**src/saturation_brightness_adjust_assert.svh**
```systemverilog
// assertion macros for the saturation and brightness adjust block
// used by the top level only, needs signals clock and reset in scope
`ifndef SATURATION_BRIGHTNESS_ADJUST_ASSERT_SVH
`define SATURATION_BRIGHTNESS_ADJUST_ASSERT_SVH

// same-cycle implication
`define SBADJ_ASSERT_NOW(label, cond, expr) \
   label: assert property (@(posedge clock) disable iff (reset) (cond) |-> (expr)) \
      else $error("sbadj assertion failed");

// next-cycle implication
`define SBADJ_ASSERT_NEXT(label, cond, expr) \
   label: assert property (@(posedge clock) disable iff (reset) (cond) |=> (expr)) \
      else $error("sbadj assertion failed");

`endif

```
**src/sbadj_pkg.sv**
```systemverilog
// shared types and constants for the saturation and brightness adjust block
// no dependencies
package sbadj_pkg;

   localparam int CHANNEL_BITS    = 16;
   localparam int GAIN_BITS       = 16;
   localparam int GAIN_FRAC_BITS  = 12;
   localparam int HUE_FRAC_BITS   = 16;
   localparam int STEPS_PER_STAGE = 4;
   localparam int DIV_ITERS       = (HUE_FRAC_BITS > CHANNEL_BITS) ? HUE_FRAC_BITS
                                                                   : CHANNEL_BITS;
   localparam int POS_BITS        = HUE_FRAC_BITS + 3;
   localparam int ADDR_BITS       = 3;

   localparam logic [CHANNEL_BITS-1:0] CH_ONE   = '1;
   localparam logic [GAIN_BITS-1:0]    GAIN_ONE = GAIN_BITS'(1 << GAIN_FRAC_BITS);

   localparam logic REG_SAT_GAIN    = 1'b0;
   localparam logic REG_BRIGHT_GAIN = 1'b1;

   localparam logic [2:0] SEC_RED     = 3'd0;
   localparam logic [2:0] SEC_YELLOW  = 3'd1;
   localparam logic [2:0] SEC_GREEN   = 3'd2;
   localparam logic [2:0] SEC_CYAN    = 3'd3;
   localparam logic [2:0] SEC_BLUE    = 3'd4;

   typedef enum logic [2:0] {
      BASE_R_UP,
      BASE_R_DOWN,
      BASE_G_UP,
      BASE_G_DOWN,
      BASE_B_UP,
      BASE_B_DOWN
   } hue_base_type;

   typedef struct packed {
      logic [CHANNEL_BITS-1:0] red_in;
      logic [CHANNEL_BITS-1:0] green_in;
      logic [CHANNEL_BITS-1:0] blue_in;
   } pixel_type;

   typedef struct packed {
      logic [CHANNEL_BITS-1:0] red_out;
      logic [CHANNEL_BITS-1:0] green_out;
      logic [CHANNEL_BITS-1:0] blue_out;
   } result_type;

   typedef struct packed {
      logic [CHANNEL_BITS-1:0] mx;
      logic [CHANNEL_BITS-1:0] delta;
      hue_base_type            base;
      logic                    gray;
      logic                    hue_full;
      logic                    sat_full;
   } side_type;

   typedef struct packed {
      logic [CHANNEL_BITS-1:0] hue_num;
      logic [CHANNEL_BITS-1:0] sat_num;
      side_type                side;
   } front_type;

endpackage

```
**src/sbadj_back.sv**
```systemverilog
// hue and saturation finish, gains, back conversion to rgb and clamping
// depends on sbadj_pkg; six register stages
module sbadj_back (
   input  logic                                  clock,
   input  logic                                  advance,
   input  sbadj_pkg::side_type                   side,
   input  logic [sbadj_pkg::HUE_FRAC_BITS-1:0]   hue_quo,
   input  logic [sbadj_pkg::CHANNEL_BITS-1:0]    sat_quo,
   input  logic [sbadj_pkg::CHANNEL_BITS-1:0]    sat_rem,
   input  logic [sbadj_pkg::GAIN_BITS-1:0]       sat_gain,
   input  logic [sbadj_pkg::GAIN_BITS-1:0]       bright_gain,
   output sbadj_pkg::result_type                 rsp_data
);
   import sbadj_pkg::*;

   localparam int CB = CHANNEL_BITS;
   localparam int HF = HUE_FRAC_BITS;
   localparam int PW = CB + GAIN_BITS - GAIN_FRAC_BITS;
   localparam logic [POS_BITS-1:0] HUE_ONE = POS_BITS'(1 << HF);
   localparam logic [POS_BITS-1:0] HUE_TWO = POS_BITS'(2 << HF);
   localparam logic [POS_BITS-1:0] HUE_FOUR = POS_BITS'(4 << HF);
   localparam logic [POS_BITS-1:0] HUE_SIX = POS_BITS'(6 << HF);

   // stage 1
   logic [2:0]    sect1_ff, sect1_in;
   logic [HF-1:0] frac1_ff, frac1_in;
   logic [CB-1:0] sat1_ff, sat1_in;
   logic [CB-1:0] val1_ff;
   // stage 2
   logic [2:0]    sect2_ff;
   logic [HF-1:0] frac2_ff;
   logic [CB-1:0] sat2_ff, sat2_in;
   logic [CB-1:0] val2_ff, val2_in;
   // stage 3
   logic [2:0]      sect3_ff;
   logic [HF-1:0]   frac3_ff;
   logic [CB-1:0]   val3_ff;
   logic [2*CB-1:0] prod3_ff;
   // stage 4
   logic [2:0]    sect4_ff;
   logic [HF-1:0] frac4_ff;
   logic [CB-1:0] val4_ff;
   logic [CB-1:0] c4_ff, c4_in;
   // stage 5
   logic [2:0]    sect5_ff;
   logic [CB-1:0] c5_ff;
   logic [CB-1:0] x5_ff, x5_in;
   logic [CB-1:0] m5_ff;
   // stage 6
   result_type    out_ff, out_in;

   always_comb begin
      logic [POS_BITS-1:0] q;
      logic [POS_BITS-1:0] pos;
      q = side.hue_full ? HUE_ONE : POS_BITS'(hue_quo);
      unique case (side.base)
         BASE_R_UP:   pos = q;
         BASE_R_DOWN: pos = HUE_SIX - q;
         BASE_G_UP:   pos = HUE_TWO + q;
         BASE_G_DOWN: pos = HUE_TWO - q;
         BASE_B_UP:   pos = HUE_FOUR + q;
         BASE_B_DOWN: pos = HUE_FOUR - q;
         default:     pos = '0;
      endcase
      if (pos >= HUE_SIX) pos = pos - HUE_SIX;
      if (side.gray) pos = '0;
      sect1_in = pos[POS_BITS-1:HF];
      frac1_in = pos[HF-1:0];
      if (side.gray) begin
         sat1_in = '0;
      end else if (side.sat_full) begin
         sat1_in = CH_ONE;
      end else if (sat_rem >= side.delta) begin
         sat1_in = sat_quo;
      end else begin
         sat1_in = sat_quo - CB'(1);
      end
   end

   always_comb begin
      logic [CB+GAIN_BITS-1:0] sp;
      logic [CB+GAIN_BITS-1:0] vp;
      logic [PW-1:0]           ss;
      logic [PW-1:0]           vs;
      sp = (CB+GAIN_BITS)'(sat1_ff) * (CB+GAIN_BITS)'(sat_gain);
      vp = (CB+GAIN_BITS)'(val1_ff) * (CB+GAIN_BITS)'(bright_gain);
      ss = sp[CB+GAIN_BITS-1:GAIN_FRAC_BITS];
      vs = vp[CB+GAIN_BITS-1:GAIN_FRAC_BITS];
      sat2_in = (ss > PW'(CH_ONE)) ? CH_ONE : ss[CB-1:0];
      val2_in = (vs > PW'(CH_ONE)) ? CH_ONE : vs[CB-1:0];
   end

   // divide by all ones: (p + (p >> CB) + 1) >> CB
   always_comb begin
      logic [2*CB:0] sum;
      sum = (2*CB+1)'(prod3_ff) + (2*CB+1)'(prod3_ff[2*CB-1:CB]) + (2*CB+1)'(1);
      c4_in = sum[2*CB-1:CB];
   end

   always_comb begin
      logic [HF:0]      mulf;
      logic [CB+HF:0]   xp;
      mulf = sect4_ff[0] ? ((HF+1)'(1 << HF) - (HF+1)'(frac4_ff)) : (HF+1)'(frac4_ff);
      xp = (CB+HF+1)'(c4_ff) * (CB+HF+1)'(mulf);
      x5_in = xp[CB+HF-1:HF];
   end

   always_comb begin
      logic [CB-1:0] ro;
      logic [CB-1:0] go;
      logic [CB-1:0] bo;
      logic [CB:0]   rs;
      logic [CB:0]   gs;
      logic [CB:0]   bs;
      case (sect5_ff)
         SEC_RED:    begin ro = c5_ff; go = x5_ff; bo = '0;    end
         SEC_YELLOW: begin ro = x5_ff; go = c5_ff; bo = '0;    end
         SEC_GREEN:  begin ro = '0;    go = c5_ff; bo = x5_ff; end
         SEC_CYAN:   begin ro = '0;    go = x5_ff; bo = c5_ff; end
         SEC_BLUE:   begin ro = x5_ff; go = '0;    bo = c5_ff; end
         default:    begin ro = c5_ff; go = '0;    bo = x5_ff; end
      endcase
      rs = (CB+1)'(ro) + (CB+1)'(m5_ff);
      gs = (CB+1)'(go) + (CB+1)'(m5_ff);
      bs = (CB+1)'(bo) + (CB+1)'(m5_ff);
      out_in.red_out   = rs[CB] ? CH_ONE : rs[CB-1:0];
      out_in.green_out = gs[CB] ? CH_ONE : gs[CB-1:0];
      out_in.blue_out  = bs[CB] ? CH_ONE : bs[CB-1:0];
   end

   always_ff @(posedge clock) begin
      if (advance) begin
         sect1_ff <= sect1_in;
         frac1_ff <= frac1_in;
         sat1_ff  <= sat1_in;
         val1_ff  <= side.mx;
         sect2_ff <= sect1_ff;
         frac2_ff <= frac1_ff;
         sat2_ff  <= sat2_in;
         val2_ff  <= val2_in;
         sect3_ff <= sect2_ff;
         frac3_ff <= frac2_ff;
         val3_ff  <= val2_ff;
         prod3_ff <= (2*CB)'(val2_ff) * (2*CB)'(sat2_ff);
         sect4_ff <= sect3_ff;
         frac4_ff <= frac3_ff;
         val4_ff  <= val3_ff;
         c4_ff    <= c4_in;
         sect5_ff <= sect4_ff;
         c5_ff    <= c4_ff;
         x5_ff    <= x5_in;
         m5_ff    <= val4_ff - c4_ff;
         out_ff   <= out_in;
      end
   end

   assign rsp_data = out_ff;

endmodule

```
**config.mk**
```make
export PLATFORM = sky130hd
export DESIGN_NAME = sbadj_back
export DESIGN_NICKNAME = d
export VERILOG_FILES = /design/src/saturation_brightness_adjust_assert.svh /design/src/sbadj_pkg.sv /design/src/sbadj_back.sv
export SDC_FILE = /design/constraint.sdc
export NUM_CORES = 2
export LEC_CHECK = 0
export BUFFER_PORTS_ARGS = -buffer_cell sky130_fd_sc_hd__buf_4
export CELL_PAD_IN_SITES_DETAIL_PLACEMENT = 1
export CELL_PAD_IN_SITES_GLOBAL_PLACEMENT = 1
export CORE_AREA = 2 2 310 312
export CTS_CLUSTER_DIAMETER = 200
export CTS_CLUSTER_SIZE = 24
export DETAILED_ROUTE_END_ITERATION = 6
export DIE_AREA = 0 0 312 314
export GPL_ROUTABILITY_DRIVEN = 0
export GPL_TIMING_DRIVEN = 1
export PLACE_DENSITY_LB_ADDON = 0.25
export SLEW_MARGIN = 20
export SYNTH_ARGS = -nofsm -noshare
export SYNTH_HDL_FRONTEND = slang
export SYNTH_SLANG_ARGS = --single-unit
```
**constraint.sdc**
```tcl
create_clock -name clock -period 9.08 [get_ports clock]
set_input_delay 0.454 -clock clock [delete_from_list [all_inputs] [get_ports clock]]
set_output_delay 0.454 -clock clock [all_outputs]
set_load 0.005 [all_outputs]
```
# Word level (Yosys, flattened, before mapping)
# Cells that the tools add are included.
# totals
out_inout_bits	48
inputBits	120
word_cells	71
regBits	319
# op_classes
n_mux	9
n_mul	4
reduce_logical	8
n_eq_ne	9
magnitude_cmp	4
addsub	14
# ops
operator	n
one-hot mux 19 bit (6 select lines)	1
multiplier 16 x 16 -> 32 bit	3
one-hot mux 16 bit (2 select lines)	3
adder 16 x 16 -> 17 bit	3
> comparator 20 x 16 -> 1 bit (second input constant)	2
2-to-1 mux 17 bit	2
adder 32 x 1 -> 32 bit (second input constant)	1
adder 32 x 16 -> 32 bit	1
multiplier 16 x 17 -> 32 bit	1
2-to-1 mux 16 bit	2
adder 18 x 17 -> 19 bit (first input constant)	1
adder 19 x 17 -> 19 bit (first input constant)	1
>= comparator 19 bit (second input constant)	1
2-to-1 mux 19 bit	1
subtractor 18 x 17 -> 19 bit (first input constant)	1
subtractor 18 x 18 -> 19 bit (first input constant)	1
subtractor 19 x 17 -> 19 bit (first input constant)	1
subtractor 19 bit (second input constant)	1
subtractor 17 x 16 -> 17 bit (first input constant)	1
>= comparator 16 bit	1
subtractor 16 x 1 -> 16 bit (second input constant)	1
subtractor 16 bit	1
equality test 3 x 2 -> 1 bit (second input constant)	4
OR reduction 2 bit	6
3 further kinds	7

# Logic depth before layout (Yosys ltp)
# logic_depth
depth_word	5
ltp_mapped	30
mapped_depth_nobuf	29

# Worst setup path before layout
# No wires, ideal clock.
# synth_path
path_kind	flip-flop to flip-flop
startpoint	reg frac4_ff[0]
endpoint	reg x5_ff[14], data pin
t_required_ps	8822
arrival_time_ps	7700
stages_incl_launch_ff	30
path_buffers	2
path_slack_ps	1122
synth_period_minus_slack_ps	7958
setup_ps	258
path_cell_list	edfxtp_1 -> inv_1 -> clkbuf_1 -> ha_1 -> or3b_4 -> or4_4 -> or3_4 -> o31ai_1 -> xnor2_1 -> clkbuf_1 -> nand2_1 -> fa_1 -> fa_1 -> fa_1 -> inv_1 -> fa_1 -> fa_1 -> inv_1 -> fa_1 -> inv_1 -> ha_1 -> a21o_1 -> a21o_1 -> a21o_1 -> a21oi_1 -> a32oi_1 -> nand3_1 -> a31oi_1 -> a21oi_1 -> xnor2_1
# synth_via
elab_chain_len	3
# synth_rtl
item	line	source
start: declaration	sbadj_back.sv:41	logic [HF-1:0] frac4_ff;
start signal: assignment	sbadj_back.sv:146	frac4_ff <= frac3_ff;
subtractor 17 x 16 -> 17 bit	sbadj_back.sv:103	mulf = sect4_ff[0] ? ((HF+1)'(1 << HF) - (HF+1)'(frac4_ff)) : (HF+1)'(frac4_ff);
2-to-1 mux 17 bit (*)	sbadj_back.sv:103	
multiplier 16 x 17 -> 32 bit (*)	sbadj_back.sv:104	xp = (CB+HF+1)'(c4_ff) * (CB+HF+1)'(mulf);
via x5_in[14]	sbadj_back.sv:47	logic [CB-1:0] x5_ff, x5_in;
end signal: assignment	sbadj_back.sv:151	x5_ff <= x5_in;
end: declaration	sbadj_back.sv:47	
# Mark *: on every way through the listed nets, which the timed path passes. The rest lies on a longest branch.
# A chain may end at the register's enable or synchronous reset.

# Worst setup path in the final report
# Same ends and word-level chain as after synthesis.

==> results.json <==
{
  "synth_seq_cells": 319,
  "hp-class": "input pin to register",
  "post_cts_buffers": 0,
  "n_antenna_cell": 0,
  "drive_gt1_share_pct": 5.21,
  "postPlaceCellArea_um2": 51400,
  "synth.yosys.seq_area_share_pct": 19.6,
  "wl_um": 132000,
  "worst_slew_pin_slew_ns": 1.11,
  "drt-pass1-iter-count": 7,
  "grt_pass1_wl_um": 215000,
  "postCtsResizedCells": 0,
  "die_y_um": 314,
  "cts_tree": "built",
  "dr_total_vias": 35600,
  "buffer_ports.inserted": 167,
  "grt_pass1_vias": 40300,
  "drt-initial-drc-count": 1974,
  "syn_area_per_cell_um2": 9.65,
  "grt_start_max_net_pins": 84,
  "worst_slack_ns": 0.697,
  "synth_cell_types": 75,
  "rows": 113,
  "fin_worst_skew_ns": 0.0360,
  "cts-root-buf": "clkbuf_16",
  "timing.rr.start": "frac4_ff[0]$_DFFE_PP_",
  "fin_tns_setup_ns": 0,
  "path_clk_slew_ns": 0.11,
  "fillerInstances": 10700,
  "dpl_worst_slack_ns": 0.745,
  "maxSlewViolCount": 0,
  "die_area_um2": 98000,
  "coreArea_um2": 94400,
  "grt_overflow": 0,
  "fin_cells": 6387,
  "htree_levels": 1,
  "crit_type": "register to register",
  "synthesis.nets": 6477,
  "fp.dieW_um": 312,
  "synth_commonest_cells": "986 x inv_1, 790 x fa_1, 743 x nand2_1, 502 x ha_1, 430 x and2_1",
  "ys.flop_type": "edfxtp_1",
  "hold_path_startpoint": "side[28]",
  "syn_area_um2": 48900,
  "hpwl_um": 105000,
  "rsz0062_at_grt": "no",
  "slew_headroom_pct": 25.4,
  "ant_nets": 0,
  "synth_most_common_cell": "inv_1",
  "maxCapViolCount": 0,
  "cp.required_ns": 9.40,
  "routed_via_density": 5.57,
  "insertion_delay_ns": 0.58,
  "synth_top_area_cell": "fa_1",
  "post-route-drc-count": 0,
  "hold-path-cell-count": 1,
  "critPathMaxFanout": 9,
  "synth.top_cell.area_share_pct": 32.4,
  "cts_hold_buf": 0,
  "io_pins": 168,
  "worstPathArrival_ns": 8.70,
  "start_kind": "register",
  "final_nets": 6532,
  "grtUsageTotal_pct": 27.5,
  "synth-edff-count": 319,
  "cp.depth": 26,
  "antenna_found_initial": 1,
  "hold_viol": 0,
  "slowest_stage": "xor2_1",
  "synth.area.top_cells": "fa_1 32%, edfxtp_1 20%, ha_1 13%",
  "clk_path_buf_depth": 3,
  "numCtsBuffers": 17,
  "cts.sinks": 319,
  "synthCells": 5065,
  "crit_path_max_incr_delay_ns": 0.76,
  "fmax_mhz": 119,
  "start_util_pct": 51.8,
  "end_kind": "register",
  "async_reset_ff_share_pct": 0,
  "dp_cells": 6366,
  "cp.buffers_inverters": 5,
  "min_period_ns": 8.38,
  "yosysWarnings": 0,
  "cp_top_family": "adder cells",
  "design_area_um2": 51900,
  "finalCritPeriodShare_pct": 92.3,
  "finalSetupViolations": 0,
  "routedWlPerCell_um": 20.6,
  "syn_to_final_growth_pct": 6.18,
  "critPathLaunch": "frac4_ff[0]$_DFFE_PP_",
  "ff2ff_path_depth": 26,
  "status": "finished, final reports clean"
}
[cell type report]
cell class	count	area (µm²)	share of cell area [%]
Inverter	986	3700	7.13
Timing Repair Buffer	211	1590	3.07
Tap cell	1265	1580	3.05
Multi-Input combinational cell	3585	35000	67.4
Sequential cell	319	9580	18.5
Clock buffer	18	429	0.827
Clock inverter	3	55.1	0.106
[logic make-up after synthesis]
| kind of cell | share of synthesized area (%) |
|---|---|
| compound gates | 6.81 |
| xor+xnor | 3.28 |
| fa+ha+maj | 45.2 |
| buf+inv | 8.94 |
| flops | 19.6 |
| mux | 0.499 |
| simple gates | 15.7 |
[sequential cells by signal, indices dropped and copies added, names as in the netlist]
register  count
rsp_data     48
prod3_ff     32
c4_ff        16
c5_ff        16
frac1_ff     16
frac2_ff     16
frac3_ff     16
frac4_ff     16
m5_ff        16
sat1_ff      16
sat2_ff      16
val1_ff      16
val2_ff      16
val3_ff      16
val4_ff      16
x5_ff        16
sect1_ff      3
sect2_ff      3
sect3_ff      3
sect4_ff      3
sect5_ff      3
[final timing paths]
kind                                to  slack (ns)
setup / recovery   x5_ff[14]$_DFFE_PP_        0.70
setup reg to reg   x5_ff[14]$_DFFE_PP_        0.70
hold / removal    val1_ff[6]$_DFFE_PP_        0.06
hold reg to reg   val4_ff[5]$_DFFE_PP_        0.41
[cell usage in the layout, fill, tap and decap left out, types with 6 or more instances in the layout]
cell and count:
xor2_1 58, and4_1 9, and3_1 15, a2111oi_0 6, a22o_1 39, nand2_1 743
or4_1 9, a211oi_1 18, nand4_1 21, and2_1 430, nor4_1 9, clkbuf_16 17
o21bai_1 15, nor3_1 38, xnor2_1 118, o21ai_0 86, a41oi_1 7, or2_2 6
o31ai_1 27, nand2b_1 30, nor2_1 163, mux2_2 11, a21o_1 58, nor2b_1 25
inv_1 986, ha_1 502, a21oi_1 121, edfxtp_1 319, buf_4 210, a31oi_1 23
o21a_1 23, mux2i_1 12, or3_1 21, nand3_1 64, fa_1 790, o211ai_1 9
[stage by stage]
step / hold WS (ns) / utilization [%]
final: 0.0635 / 55.0
after global routing: 0.0305 / 55.0
after CTS: 0.0355 / 54.9
after detailed placement: 0.406 / 54.4
after global placement: 0.401 / 54.4
after floorplan: 0.400 / -
[routing by layer]
layer | global-route usage, % | vias to the layer above | part of all wire (%)
met1 | 34.3 | 18500 | 40
li1 | - | 16000 | -
met5 | 0 | - | 0.0099
met2 | 50.8 | 856 | 52
met3 | 2.52 | 221 | 4.2
met4 | 7.94 | 2 | 3.1
Power is left out: the tool's default activity adds up to more than one toggle a clock period on the data nets, which glitch-free logic cannot reach.
