File: config.mk
export PLATFORM = sky130hd
export DESIGN_NAME = sbadj_front
export DESIGN_NICKNAME = d
export VERILOG_FILES = /design/src/saturation_brightness_adjust_assert.svh /design/src/sbadj_pkg.sv /design/src/sbadj_front.sv
export SDC_FILE = /design/constraint.sdc
export NUM_CORES = 1
export LEC_CHECK = 0
export ABC_AREA = 1
export BUFFER_PORTS_ARGS = -buffer_cell sky130_fd_sc_hd__buf_2
export CAP_MARGIN = 10
export CORE_MARGIN = 5
export CORE_UTILIZATION = 61
export CTS_CLUSTER_SIZE = 8
export DETAILED_ROUTE_END_ITERATION = 6
export PLACE_DENSITY = 0.83
export SETUP_SLACK_MARGIN = 0.1
export SLEW_MARGIN = 20
export SYNTH_ARGS = -nofsm -noshare
export SYNTH_HDL_FRONTEND = slang
export SYNTH_SLANG_ARGS = --single-unit
File: constraint.sdc
create_clock -name clock -period 8.3 [get_ports clock]
set_clock_uncertainty 0.05 [all_clocks]
set_input_delay 0.415 -clock clock [delete_from_list [all_inputs] [get_ports clock]]
set_output_delay 0.415 -clock clock [all_outputs]
set_load 0.005 [all_outputs]
File: src/saturation_brightness_adjust_assert.svh
// assertion macros for the saturation and brightness adjust block
// used by the top level only, needs signals clock and reset in scope
`ifndef SATURATION_BRIGHTNESS_ADJUST_ASSERT_SVH
`define SATURATION_BRIGHTNESS_ADJUST_ASSERT_SVH

// same-cycle implication
`define SBADJ_ASSERT_NOW(label, cond, expr) \
   label: assert property (@(posedge clock) disable iff (reset) (cond) |-> (expr)) \
      else $error("sbadj assertion failed");

// next-cycle implication
`define SBADJ_ASSERT_NEXT(label, cond, expr) \
   label: assert property (@(posedge clock) disable iff (reset) (cond) |=> (expr)) \
      else $error("sbadj assertion failed");

`endif

File: src/sbadj_pkg.sv
// shared types and constants for the saturation and brightness adjust block
// no dependencies
package sbadj_pkg;

   localparam int CHANNEL_BITS    = 16;
   localparam int GAIN_BITS       = 16;
   localparam int GAIN_FRAC_BITS  = 12;
   localparam int HUE_FRAC_BITS   = 16;
   localparam int STEPS_PER_STAGE = 4;
   localparam int DIV_ITERS       = (HUE_FRAC_BITS > CHANNEL_BITS) ? HUE_FRAC_BITS
                                                                   : CHANNEL_BITS;
   localparam int POS_BITS        = HUE_FRAC_BITS + 3;
   localparam int ADDR_BITS       = 3;

   localparam logic [CHANNEL_BITS-1:0] CH_ONE   = '1;
   localparam logic [GAIN_BITS-1:0]    GAIN_ONE = GAIN_BITS'(1 << GAIN_FRAC_BITS);

   localparam logic REG_SAT_GAIN    = 1'b0;
   localparam logic REG_BRIGHT_GAIN = 1'b1;

   localparam logic [2:0] SEC_RED     = 3'd0;
   localparam logic [2:0] SEC_YELLOW  = 3'd1;
   localparam logic [2:0] SEC_GREEN   = 3'd2;
   localparam logic [2:0] SEC_CYAN    = 3'd3;
   localparam logic [2:0] SEC_BLUE    = 3'd4;

   typedef enum logic [2:0] {
      BASE_R_UP,
      BASE_R_DOWN,
      BASE_G_UP,
      BASE_G_DOWN,
      BASE_B_UP,
      BASE_B_DOWN
   } hue_base_type;

   typedef struct packed {
      logic [CHANNEL_BITS-1:0] red_in;
      logic [CHANNEL_BITS-1:0] green_in;
      logic [CHANNEL_BITS-1:0] blue_in;
   } pixel_type;

   typedef struct packed {
      logic [CHANNEL_BITS-1:0] red_out;
      logic [CHANNEL_BITS-1:0] green_out;
      logic [CHANNEL_BITS-1:0] blue_out;
   } result_type;

   typedef struct packed {
      logic [CHANNEL_BITS-1:0] mx;
      logic [CHANNEL_BITS-1:0] delta;
      hue_base_type            base;
      logic                    gray;
      logic                    hue_full;
      logic                    sat_full;
   } side_type;

   typedef struct packed {
      logic [CHANNEL_BITS-1:0] hue_num;
      logic [CHANNEL_BITS-1:0] sat_num;
      side_type                side;
   } front_type;

endpackage

File: src/sbadj_front.sv
// first stage: max, min, chroma spread, hue and saturation numerator selection
// depends on sbadj_pkg
module sbadj_front (
   input  logic                  clock,
   input  logic                  advance,
   input  sbadj_pkg::pixel_type  req_data,
   output sbadj_pkg::front_type  front_out
);
   import sbadj_pkg::*;

   front_type front_ff;
   front_type front_in;

   always_comb begin
      logic [CHANNEL_BITS-1:0] r;
      logic [CHANNEL_BITS-1:0] g;
      logic [CHANNEL_BITS-1:0] b;
      logic [CHANNEL_BITS-1:0] mx;
      logic [CHANNEL_BITS-1:0] mn;
      logic [CHANNEL_BITS-1:0] n;
      logic [CHANNEL_BITS-1:0] delta;
      r = req_data.red_in;
      g = req_data.green_in;
      b = req_data.blue_in;
      mn = r;
      if (g < mn) mn = g;
      if (b < mn) mn = b;
      if (r >= g && r >= b) begin
         mx = r;
         if (g >= b) begin
            front_in.side.base = BASE_R_UP;
            n = g - b;
         end else begin
            front_in.side.base = BASE_R_DOWN;
            n = b - g;
         end
      end else if (g >= b) begin
         mx = g;
         if (b >= r) begin
            front_in.side.base = BASE_G_UP;
            n = b - r;
         end else begin
            front_in.side.base = BASE_G_DOWN;
            n = r - b;
         end
      end else begin
         mx = b;
         if (r >= g) begin
            front_in.side.base = BASE_B_UP;
            n = r - g;
         end else begin
            front_in.side.base = BASE_B_DOWN;
            n = g - r;
         end
      end
      delta = mx - mn;
      front_in.side.mx       = mx;
      front_in.side.delta    = delta;
      front_in.side.gray     = (delta == '0);
      front_in.side.hue_full = (n == delta);
      front_in.side.sat_full = (delta == mx);
      front_in.hue_num       = (n == delta) ? '0 : n;
      front_in.sat_num       = (delta == mx) ? '0 : delta;
   end

   always_ff @(posedge clock) begin
      if (advance) begin
         front_ff <= front_in;
      end
   end

   assign front_out = front_ff;

endmodule

---- After elaboration in Yosys (flattened, before gate mapping) ----
Cells that the tools add are included.
word-level totals
  flip-flop bits (word level) ............. 70
  latch bits .............................. 0
  bits in writable memories ............... 0
  ROM bits ................................ 0
  bits of input ports ..................... 50
  output and inout port bits .............. 70
  word-level logic and storage cells ...... 39
  memories ................................ 0
cells by class
  $add $sub $neg .......................... 7
  multiply operators ...................... 0
  div/mod/pow operators ................... 0
  magnitude comparators ................... 6
  equality and inequality tests ........... 2
  shift-type cells ........................ 0
  mux-type cells .......................... 14
  bitwise logic cells ..................... 0
  reduce and logical (&&, ||, !) cells .... 2
operators with widths
  operator              count
  16-bit 2-to-1 mux     9
  16-bit subtractor     7
  16-bit >= comparator  4
  16-bit equality test  2
  16-bit < comparator   2
  16-bit logical NOT    1
  3-bit 2-to-1 mux      2
  1-bit 2-to-1 mux      3
  1-bit logical AND     1

---- Logic depth before layout (Yosys ltp) ----
Gate-level depths: netlist (run 1).
  depth in word-level cells ............... 6
  gate-level depth with buffers ........... 47
  mapped depth without buffers ............ 44

---- Worst setup path before layout (run 1) ----
No wires, ideal clock.
  path type ............................... in2reg
  start ................................... input port req_data[16] in the netlist's numbering
  end ..................................... register front_ff (netlist bit front_out[65]), data pin
  library setup time ...................... 0.249 ns
  data arrival time ....................... 5.884 ns
  required time ........................... 8.001 ns
  path slack .............................. 2.117 ns
  stages on the path ...................... 41
  buffers on the path ..................... 5
  cells stage by stage .................... inv_1 ha_1 inv_1 fa_1 nand3_1 nand3_1 nand2_1 nand2_1 nand2_1 nand2_1 clkbuf_1 clkbuf_1 o21ai_0 ha_1 a21oi_1 o21ai_0 nand3_1 a21oi_1 [5 not listed] ha_1 nand2_1 o21ai_0 nand3_1 nand2_1 xor2_1 inv_1 nand2_1 nand2_1 nor2_1 nand2_1 nor2_1 nand2_1 nor2_2 nand3_2 buf_6 nand2_1 inv_1
RTL lines
  element               RTL line           source
  start, declared       sbadj_front.sv:6   input sbadj_pkg::pixel_type req_data,
  end signal, assigned  sbadj_front.sv:68  front_ff <= front_in;
  end, declared         sbadj_front.sv:11  front_type front_ff;

==> results of run 1 <==
-- cells in the final DEF (no fill, tap or decap), types with 3 or more instances in the layout --
cell	synthesis	routed
inv_1	239	239
nand4_1	8	8
a21oi_1	105	105
fa_1	7	7
o21ai_1	9	13
nand3_1	106	106
a21oi_2	11	11
a21boi_0	3	3
o221ai_1	4	4
edfxtp_1	70	70
o21bai_1	13	13
buf_4	9	6
nor2_2	6	6
nand3_2	5	5
o21a_1	4	4
nor3_1	19	19
buf_2	13	119
o21ai_0	83	79
nand2_4	3	3
o211ai_1	8	8
xor2_1	73	73
nor2_1	92	92
xnor2_1	8	8
nor3_2	4	4
a21o_1	6	6
clkbuf_16	0	9
ha_1	129	129
nand2_1	494	493
inv_4	3	3
nand3b_1	3	3
inv_2	10	10
nand2_2	12	13
-- cell families after synthesis --
family,count (synthesis),synth area share (%)
AOI/OAI and AO/OA,257,14.1
xor gates and xnor gates,81,6.79
adders and majority gates,136,16.8
buffers and inverters,289,11.5
DFF,70,20.1
muxes,1,0.0957
and+or+nand+nor,758,30.5
-- stage by stage --
| stage | instance area (um^2) | util (%) | total power (W) | hold slack (ns) |
|---|---|---|---|---|
| 2_1_floorplan | 10500 | - | 0.00157 | 0.477 |
| 3_3_place_gp | 11100 | 66.6 | 0.00198 | 0.757 |
| 3_5_place_dp | 11100 | 66.6 | 0.00202 | 0.756 |
| 4_1_cts | 11400 | 68.4 | 0.00246 | 0.532 |
| 5_1_grt | 11400 | 68.5 | 0.00266 | 0.557 |
| 6_report | 11400 | 68.5 | 0.00251 | 0.556 |
-- per-layer routing --
metal | vias to the layer above | part of all wire, %
met2 | 721 | 45
met1 | 5133 | 39
met3 | 160 | 11
met4 | 0 | 5.9
li1 | 5316 | -
met5 | - | 0
-- final cells by class --
type,instances,area (um^2)
clock buffer,9,225
clock inverter,7,88.8
fill,1432,5270
inverter,252,953
multi-input combinational,1233,7150
sequential,70,2100
tap,220,275
timing repair buffer,125,641
-- path summary, 6_finish.rpt --
path | startpoint | to | depth (start not counted) | slack [ns]
setup / recovery | req_data[16] | front_out[67] | 41 | 0.73
hold / removal | req_data[31] | front_out[37] | 3 | 0.56
-- worst max-delay path, delay by kind of cell --
| kind | cells | cell delay [ns] |
|---|---|---|
| AOI/OAI and AO/OA | 8 | 1.52 |
| xor gates and xnor gates | 1 | 0.33 |
| adders and majority gates | 5 | 1.51 |
| buffers and inverters | 7 | 0.82 |
| and+or+nand+nor | 20 | 2.96 |
-- synthesized netlist by cell type (2+ instances only) --
cell	n	share of area (%)
nand2_1	494	18
inv_1	239	8.6
ha_1	129	15
nand3_1	106	5.1
a21oi_1	105	5.0
nor2_1	92	3.3
o21ai_0	83	4.0
xor2_1	73	6.1
edfxtp_1	70	20
nor3_1	19	0.91
buf_2	13	0.62
o21bai_1	13	0.93
nand2_2	12	0.72
a21oi_2	11	0.92
inv_2	10	0.36
buf_4	9	0.65
o21ai_1	9	0.43
nand4_1	8	0.48
o211ai_1	8	0.57
xnor2_1	8	0.67
buf_6	7	0.75
fa_1	7	1.3
a21o_1	6	0.43
clkbuf_1	6	0.22
nor2_2	6	0.36
nand3_2	5	0.48
nor3_2	4	0.38
o21a_1	4	0.29
o221ai_1	4	0.34
a21boi_0	3	0.22
inv_4	3	0.18
nand2_4	3	0.32
nand3b_1	3	0.22
a211oi_1	2	0.14
nand2b_1	2	0.12
nor2_4	2	0.22
o21bai_2	2	0.22
o22ai_1	2	0.12
-- report_power, final --
group          total (W)  switching, W  internal, W
Combinational    0.00153       0.00104     0.000487
Clock           0.000408      0.000147     0.000261
Sequential      0.000576     0.0000268     0.000549
-- timing repair --
item | in CTS | in global routing
endpoints found under the setup margin | 0 | 16
setup buffers | 0 | 0
gates resized for setup | 0 | 5
hold endpoints to repair | 0 | 0
==> impl_results.md, run 1 <==
* Initial antenna violation count at 0
* Max incr delay on CP at 0.46 ns
* Slew at the pin closest to its max-slew limit at 0.882 ns
* Antenna cells at 0
* Syn Nets at 1,778
* Cells after DPL at 1,900
* Cell count after synthesis at 1,592
* Leakage power at 6.21 nW
* Worst EP arrival at 7.60 ns
* DR vias/cell at 5.91
* Post-DRT Antenna Nets at 0
* Fraction of registers with async set or reset after synthesis at 0%
* PwrDens at 220 nW/um^2
* Area delta synth->final at 9.36%
* Root Driver: clkbuf_16
* Slowest cell on crit path: fa_1
* Cell Area, Synth at 10,500 um^2
* Grt met3 use at 6.43%
* Global-route wire length before repair at 56,500 um
* Post-detail-place hpwl at 29,700 um
* TritonCTS Buffers at 9
* Setup TNS at 0 ns
* CP required at 8.34 ns
* Reg clk slew, reported paths at 0.06 ns
* Place WS at 0.383 ns
* Endpoints failing setup at 0
* Max-cap viol count at 0
* Pin count of the biggest net entering global routing at 71
* Status: finished clean
* Number of synthesized register bits at 70
* Share of post-route cells with drive strength above 1 at 12.0%
* Final cell count without fillers at 1,916
* DRC at 0
* GRT met1 Usage at 45.3%
* CTS tree: built
* Sequential share of the synthesized area at 20.1%
* Sink Count at 70
* Max Transition Viols Final at 0
* Setup ws final at 0.733 ns
* Vias in the first global route at 10,800
* First DRT Iteration DRCs at 1,088
* Initial Utilization at 62.6%
* Maximum vdd ir drop at 204 uV
* Drt wl/cell at 19.2 um
* Nets at 1,877
* Slew headroom at 41.2%
* Grt ovf at 0
* CP Max Fanout at 24
* Worst path most repeated cell: nand2_1
* Yosys warns at 0
* Drt pass-1 iters at 6
* GRT Total Usage at 35.9%
* Unrepaired setup endpoints after global routing: false
* Fmax at 0.132 GHz
* Post-synth EDFFs at 70
* Via count at 11,300
* Final hold violations at 0
* GPL Wtd Cong at 1.16
* Hold-fix buffers, CTS at 0
* Setup CP Type: in -> reg
* Clk buf depth at 2
* Synthesized area per cell at 6.57 um^2
* Min Tclk post-route at 7.57 ns
* Crit path capture type: flip-flop
* Die ar. at 19,900 um^2
* Htree depth at 3
* Distinct cells, synth at 48
* Worst min path class: in -> reg
* Cell row count at 47
* Top FF cell, synth: edfxtp_1
* Final period util at 91.2%
* Die width at 141 um
* Core area at 16,700 um^2
* Die height at 141 um
* Max reg flops at 70
* Gr busiest metal: met2
* Grt met2 use at 58.9%
* Port buffer count at 119
* Detailed-route wire length at 36,700 um
* IO Count at 120
* Startpoint Class: input pin
No activity file was read; power rests on OpenSTA's default activity.
==> run 2: changes to the inputs <==
--- a/config.mk
+++ b/config.mk
@@ -6,12 +6,13 @@
 export NUM_CORES = 1
 export LEC_CHECK = 0
 export ABC_AREA = 1
-export BUFFER_PORTS_ARGS = -buffer_cell sky130_fd_sc_hd__buf_2
+export BUFFER_PORTS_ARGS = -buffer_cell sky130_fd_sc_hd__buf_4
 export CAP_MARGIN = 10
 export CORE_MARGIN = 5
 export CORE_UTILIZATION = 61
 export CTS_CLUSTER_SIZE = 8
 export DETAILED_ROUTE_END_ITERATION = 6
+export MAX_ROUTING_LAYER = met4
 export PLACE_DENSITY = 0.83
 export SETUP_SLACK_MARGIN = 0.1
 export SLEW_MARGIN = 20
==> impl_results.md, run 2 (same netlist as run 1, synthesis figures left out) <==
* Share of post-route cells with drive strength above 1 at 11.8% (-0.16 points)
* Leakage power at 6.27 nW (+0.99%)
* Worst EP arrival at 7.53 ns (-0.07 ns)
* Setup CP Type: in -> reg
* DR vias/cell at 5.90 (-0.22%)
* Worst path most repeated cell: nand2_1
* Cells after DPL at 1,898 (-0.11%)
* NetSw at 0.00123 W (+0.70%)
* Pin count of the biggest net entering global routing at 71 (unchanged)
* Commonest cells after routing, fill and taps aside: 494 x nand2_1, 239 x inv_1, 129 x ha_1
* Clock share of power at 13.8% (-2.4 points)
* Unrepaired setup endpoints after global routing: false
* Post-DRT Antenna Nets at 0 (unchanged)
* Resize count post-CTS at 0 (unchanged)
* Nets at 1,875 (-0.11%)
* Port buffer count at 119 (unchanged)
* IO Count at 120 (unchanged)
* Drt pass-1 iters at 5 (-1)
* Fmax at 0.134 GHz (+1.1%)
* Max reg flops at 70 (unchanged)
* CTS tree: built
* Min Tclk post-route at 7.49 ns (-0.0787 ns)
* CP Max Fanout at 31 (+29%)
* Grt ovf at 0 (unchanged)
* Clk buf depth at 2 (unchanged)
* Initial Utilization at 62.6% (unchanged)
* PwrDens at 216 nW/um^2 (-1.7%)
* Int Pwr at 0.00130 W (-0.14%)
* Final cell count without fillers at 1,914 (-0.10%)
* Die ar. at 19,900 um^2 (unchanged)
* Htree depth at 3 (unchanged)
* Final hold violations at 0 (unchanged)
* CP required at 8.34 ns (about the same)
* Global-route wire length before repair at 55,900 um (-1.0%)
* Setup TNS at 0 ns (unchanged)
* Max-cap viol count at 0 (unchanged)
* Sw Ratio at 48.6% (+0.21 points)
* GPL Wtd Cong at 1.08 (-6.4%)
* CP bufs+invs at 8 (+1)
* Slew headroom at 42.4% (+1.3 points)
* Vias in the first global route at 10,600 (-1.2%)
* Critical path launch point: req_data[16]
* Core area at 16,700 um^2 (unchanged)
* Worst min path class: in -> reg
* Drt wl/cell at 19.2 um (about the same)
* Slowest cell on crit path: fa_1
* Endpoints failing setup at 0 (unchanged)
* Cell family with most CP delay: simple AND/OR/NAND/NOR gates
* Sink Count at 70 (unchanged)
* Detailed-route wire length at 36,700 um (about the same)
* Power share of the sequential group at 23.2% (+0.3 points)
* Initial antenna violation count at 0 (unchanged)
* Reg clk slew, reported paths at 0.06 ns (about the same)
* First DRT Iteration DRCs at 1,122 (+3.1%)
* Status: finished clean
* Most common cell after layout, fill and taps aside: nand2_1
* Hold-fix buffers, CTS at 0 (unchanged)
* TritonCTS Buffers at 9 (unchanged)
* Max incr delay on CP at 0.45 ns (about the same)
* Cell row count at 47 (unchanged)
* Maximum vdd ir drop at 192 uV (-6.1%)
* Combinational Power Share at 63.0% (+2.1 points)
* Setup Fix Bufs, Post-CTS at 0 (unchanged)
* Max Transition Viols Final at 0 (unchanged)
* Die height at 141 um (unchanged)
* Area delta synth->final at 11.6%
* Hold path startpoint: req_data[32]
* GRT Total Usage at 36.9% (+1.0 points)
* Slew at the pin closest to its max-slew limit at 0.863 ns (-0.0190 ns)
* Die width at 141 um (unchanged)
* Root Driver: clkbuf_16
* Antenna cells at 0 (unchanged)
* Crit path capture type: flip-flop
* Post-detail-place hpwl at 29,700 um (about the same)
* Final period util at 90.2% (-0.95 points)
* Startpoint Class: input pin
* Via count at 11,300 (-0.33%)
* DRC at 0 (unchanged)
[run 2: cell types whose count changed in the layout (fill, tap and decap cells not counted), moves of 2 or more]
cell and change:
o21ai_0 +4, bufinv_16 -2, o21ai_1 -4, buf_2 -119
buf_4 +117, clkinvlp_4 +3
[run 2: per-stage QoR]
| step | total power, W | instance area [um^2] | setup WS, ns | utilization [%] | hold slack [ns] |
|---|---|---|---|---|---|
| finish | 0.00252 | 11700 | 0.812 | 69.9 | 0.540 |
| global route | 0.00268 | 11700 | 0.263 | 69.9 | 0.530 |
| CTS | 0.00247 | 11700 | 1.03 | 69.9 | 0.518 |
| detailed placement | 0.00209 | 11400 | 0.740 | 68.3 | 0.762 |
| global placement | 0.00203 | 11400 | 1.05 | 68.3 | 0.761 |
| floorplan | 0.00157 | 10500 | 2.12 | - | 0.477 |
[run 2: area by class of cell]
| class | count | area [um^2] |
|---|---|---|
| multi-input cells | 1233 | 7150 |
| fillers | 1417 | 5030 |
| flip-flops and latches | 70 | 2100 |
| inverters | 252 | 953 |
| repair buffers | 123 | 923 |
| well taps | 220 | 275 |
| clock buffers | 10 | 229 |
| clock inverters | 6 | 38.8 |
[run 2: final timing paths]
path | end | slack (ns) | cells after the start
max | front_out[57] | 0.81 | 42
min | front_out[22] | 0.54 | 3
[run 2: power by group through the flow]
stage,Combinational [W],Clock (W),Sequential [W]
2_1_floorplan,0.000969,0,0.000598
3_3_place_gp,0.00145,0,0.000582
3_5_place_dp,0.00150,0,0.000590
4_1_cts,0.00154,0.000346,0.000586
5_1_grt,0.00172,0.000360,0.000597
6_report,0.00159,0.000348,0.000585
[run 2: layer usage]
layer / track usage (%) / wire, um / share of wire (%) / vias to the layer above
li1: - / - / - / 5314
met1: 44.2 / 14100 / 39 / 5096
met2: 60.5 / 16700 / 46 / 722
met3: 5.55 / 3600 / 9.8 / 161
met4: 18.6 / 2220 / 6.0 / 0
met5: - / 0 / 0 / -
[run 2: tightest hold or removal path, cell delays in order]
cell,delay (ns)
buf_4,0.13
nor2_1,0.09
a221oi_1,0.09
